$ cat config.mk
export PLATFORM = sky130hd
export DESIGN_NAME = bba_ram
export DESIGN_NICKNAME = d
export VERILOG_FILES = /design/src/hdl/buddy_block_allocator_top_defines.svh /design/src/hdl/bba_ram.sv
export SDC_FILE = /design/constraint.sdc
export NUM_CORES = 1
export LEC_CHECK = 0
export BUFFER_PORTS_ARGS = -buffer_cell sky130_fd_sc_hd__buf_2
export CAP_MARGIN = 20
export CELL_PAD_IN_SITES_DETAIL_PLACEMENT = 1
export CELL_PAD_IN_SITES_GLOBAL_PLACEMENT = 1
export CORE_MARGIN = 2
export CORE_UTILIZATION = 45
export CTS_CLUSTER_SIZE = 14
export DETAILED_ROUTE_END_ITERATION = 8
export GPL_ROUTABILITY_DRIVEN = 0
export MAX_ROUTING_LAYER = met4
export PLACE_DENSITY_LB_ADDON = 0.05
export SLEW_MARGIN = 30
export SYNTH_ARGS = -nofsm -noshare
export SYNTH_HDL_FRONTEND = slang
export SYNTH_SLANG_ARGS = --single-unit
$ cat constraint.sdc
create_clock -name clock -period 2.6 [get_ports clock]
set_input_delay 0.26 -clock clock [delete_from_list [all_inputs] [get_ports clock]]
set_output_delay 0.26 -clock clock [all_outputs]
set_load 0.05 [all_outputs]
$ cat src/hdl/buddy_block_allocator_top_defines.svh
// ----------------------------------------------------------------------------
// Buddy block allocator assertion macros
// Shared property wrappers for the allocator's concurrent checks.
// ----------------------------------------------------------------------------
`ifndef BUDDY_BLOCK_ALLOCATOR_TOP_DEFINES_SVH
`define BUDDY_BLOCK_ALLOCATOR_TOP_DEFINES_SVH

// same-cycle implication
`define BBA_ASSERT_NOW(lbl, clk, rst, ante, cons, msg) \
   lbl: assert property (@(posedge clk) disable iff (rst) (ante) |-> (cons)) else $error(msg);

// next-cycle implication
`define BBA_ASSERT_NEXT(lbl, clk, rst, ante, cons, msg) \
   lbl: assert property (@(posedge clk) disable iff (rst) (ante) |=> (cons)) else $error(msg);

`endif

$ cat src/hdl/bba_ram.sv
// ----------------------------------------------------------------------------
// Generic RAM
// One write port, one read port, registered read data.
// ----------------------------------------------------------------------------
module bba_ram #(
   parameter int WIDTH = 8,
   parameter int DEPTH = 16
) (
   input  logic                                    clock,
   input  logic                                    wr_en,
   input  logic [((DEPTH > 1) ? $clog2(DEPTH) : 1)-1:0] wr_addr,
   input  logic [WIDTH-1:0]                        wr_data,
   input  logic                                    rd_en,
   input  logic [((DEPTH > 1) ? $clog2(DEPTH) : 1)-1:0] rd_addr,
   output logic [WIDTH-1:0]                        rd_data
);

   logic [WIDTH-1:0] mem_ff [DEPTH];
   logic [WIDTH-1:0] rd_data_ff;

   always_ff @(posedge clock) begin
      if (wr_en) begin
         mem_ff[wr_addr] <= wr_data;
      end
      if (rd_en) begin
         rd_data_ff <= mem_ff[rd_addr];
      end
   end

   assign rd_data = rd_data_ff;

endmodule

==> run_results.csv <==
group,metric,value,unit
timing,min_period,1650,ps
cts,numClockSinks,136,
synth,synthCells,229,
cts,postCtsSetupBuffers,0,
placement,dp_hpwl,7.32,mm
finish,final_nets,303,
critical_path,crit_type,"reg -> reg",
floorplan,die_h,112,µm
drt,remaining_drc_errors,0,
drt,via_per_inst,5.75,
drt,antenna_left,0,
drt,first_pass_iters,5,
critical_path,critPathCaptureType,"register",
floorplan,initial_core_util,46.0,%
timing,maxSlewViolCount,0,
timing,setup_tns,0,ps
critical_path,cp-start-kind,"register",
synth,async_flop_share,0,%
floorplan,core,11400,µm²
global_route,grt_pass1_vias,2705,
drt,vias,2528,
floorplan,dieWidth,112,µm
cts,cts.repair.resized,0,
global_route,grt_use_total,20.8,%
cts,cts_tree,"done",
outcome,outcome,"finished, final reports clean",
cts,numCtsBuffers,17,
synth,synth_top_area_cell,"edfxtp_1",
synth,synthMostInstantiatedCell,"edfxtp_1",
power,p_leak,2.09,nW
timing,hold_violations,0,
synth,synth_nets,248,
drt,drt_iter0_markers,237,
synth,synth-seq-cells,136,
drt,post_drt_wl_per_cell,26.1,µm
critical_path,required,2760,ps
timing,period_share,63.5,%
synth,synth_top_area_share,78.1,%
synth,syn_area_per_cell,22.8,µm²
critical_path,critPathArrivalTime,1810,ps
synth,ys_types,18,
synth,synth_commonest_cells,"edfxtp_1, mux4_2, a22oi_1, mux4_1, nor2_1",
synth,synth_edf_count,136,
timing,setup_viol,0,
finish,syn_to_final_growth,18.6,%
min_path,hp-class,"in -> reg",
power,peakVddDrop,0.401,mV
drt,wirelength,11.5,mm
finish,layout-drive-gt1-share,31.0,%
synth,dominantRegCellSynth,"edfxtp_1",
synth,ys_warn_count,0,
floorplan,io_pins,27,
cts,clk_path_buf_depth,2,
placement,port_buffers,26,
timing,holdWs,202,ps
synth,syn_area,5230,µm²
timing,tightest_slew,724,ps
synth,netlist_top_cells_area,"edfxtp_1, mux4_2, mux4_1",
cts,clock_latency,420,ps
power,p_per_area,827,nW/µm²
floorplan,dieArea,12500,µm²
global_route,grt_remaining_overflow,0,
cts,root_buffer,"clkbuf_16",
cts,postCtsHoldBufs,0,
floorplan,row_count,39,
flow_run,cap_violations,0,
global_route,grt_max_degree,21,
global_route,grt_pass1_wl,17.5,mm
cts,clk_pin_slew,60,ps
timing,rsz0062_at_grt,"no",
global_route,antenna_found_initial,0,
timing,max_clock_freq,606,MHz
critical_path,critPathMaxFanout,1,
finish,diodes,0,
timing,slew_headroom,51.6,%
synth,ys_seq_area_share,78.1,%
cts,htreeDepth,4,
timing,fin_worst_skew,12.1,ps
==> per-layer routing <==
layer	part of all wire [%]	vias to the layer above	track usage [%]	wire, µm
met3	5.5	17	5.23	631
met5	0	-	-	0
met2	48	91	30.5	5470
li1	-	1096	-	-
met1	46	1324	29.0	5250
met4	1.2	0	6.91	134
==> layout make-up <==
cell class | instances | area [µm²]
multi-input combinational | 83 | 1060
timing repair buffer | 46 | 293
fill | 1011 | 5170
tap | 143 | 179
clock buffer | 17 | 425
sequential | 136 | 4080
clock inverter | 15 | 160
==> state kept, by name, indices dropped and copies added, names as in the netlist <==
name and count:
mem_ff 128, rd_data 8
==> critical path, cell delays in order (launching register included) <==
cell and delay (ps):
edfxtp_1 400, mux4_1 550, a22oi_1 360, nand2_1 80
==> path summary, 6_finish.rpt <==
check / start / endpoint / slack, ps / cells after the start
worst min register to register: mem_ff[0][1] / rd_data[1] / 770 / 3
worst min-delay path: rd_en / rd_data[0] / 200 / 1
worst max-delay path: mem_ff[9][1] / rd_data[1] / 950 / 3
worst max register to register: mem_ff[9][1] / rd_data[1] / 950 / 3
==> cell usage in the layout (no fill, tap or decap), drive strengths merged <==
cell,instances
edfxtp,136
buf,46
mux4,32
clkbuf,17
a22oi,16
nor2,13
nand2,9
clkinv,7
clkinvlp,5
nor3,4
bufinv,3
nand3b,2
nand2b,2
nor2b,1
and2,1
and2b,1
nand3,1
or3b,1
==> where the power goes <==
part	internal (mW)	switching, mW	total [mW]
logic	0.0959	0.179	0.274
registers	2.47	0.0121	2.48
clock network	1.49	0.885	2.37
==> stage by stage <==
stage          total power [mW]  cell area, µm²  worst slack, ps  std cells  utilization, %
2_1_floorplan              2.69            5230              847        229               -
3_5_place_dp               2.81            5610              534        408            49.4
5_1_grt                    5.30            6200              941        440            54.5
4_1_cts                    5.18            6200              923        440            54.5
3_3_place_gp               2.80            5610              569        408            49.4
6_report                   5.13            6200              949        440            54.5
==> kinds of logic after synthesis <==
group                  after synthesis  synth area share (%)
AOI/OAI and AO/OA                   16                  2.30
DFF                                136                  78.1
buffers and inverters               10                  1.65
and+or+nand+nor                     35                  3.14
muxes                               32                  14.8
(Power assumes the default switching activity.)
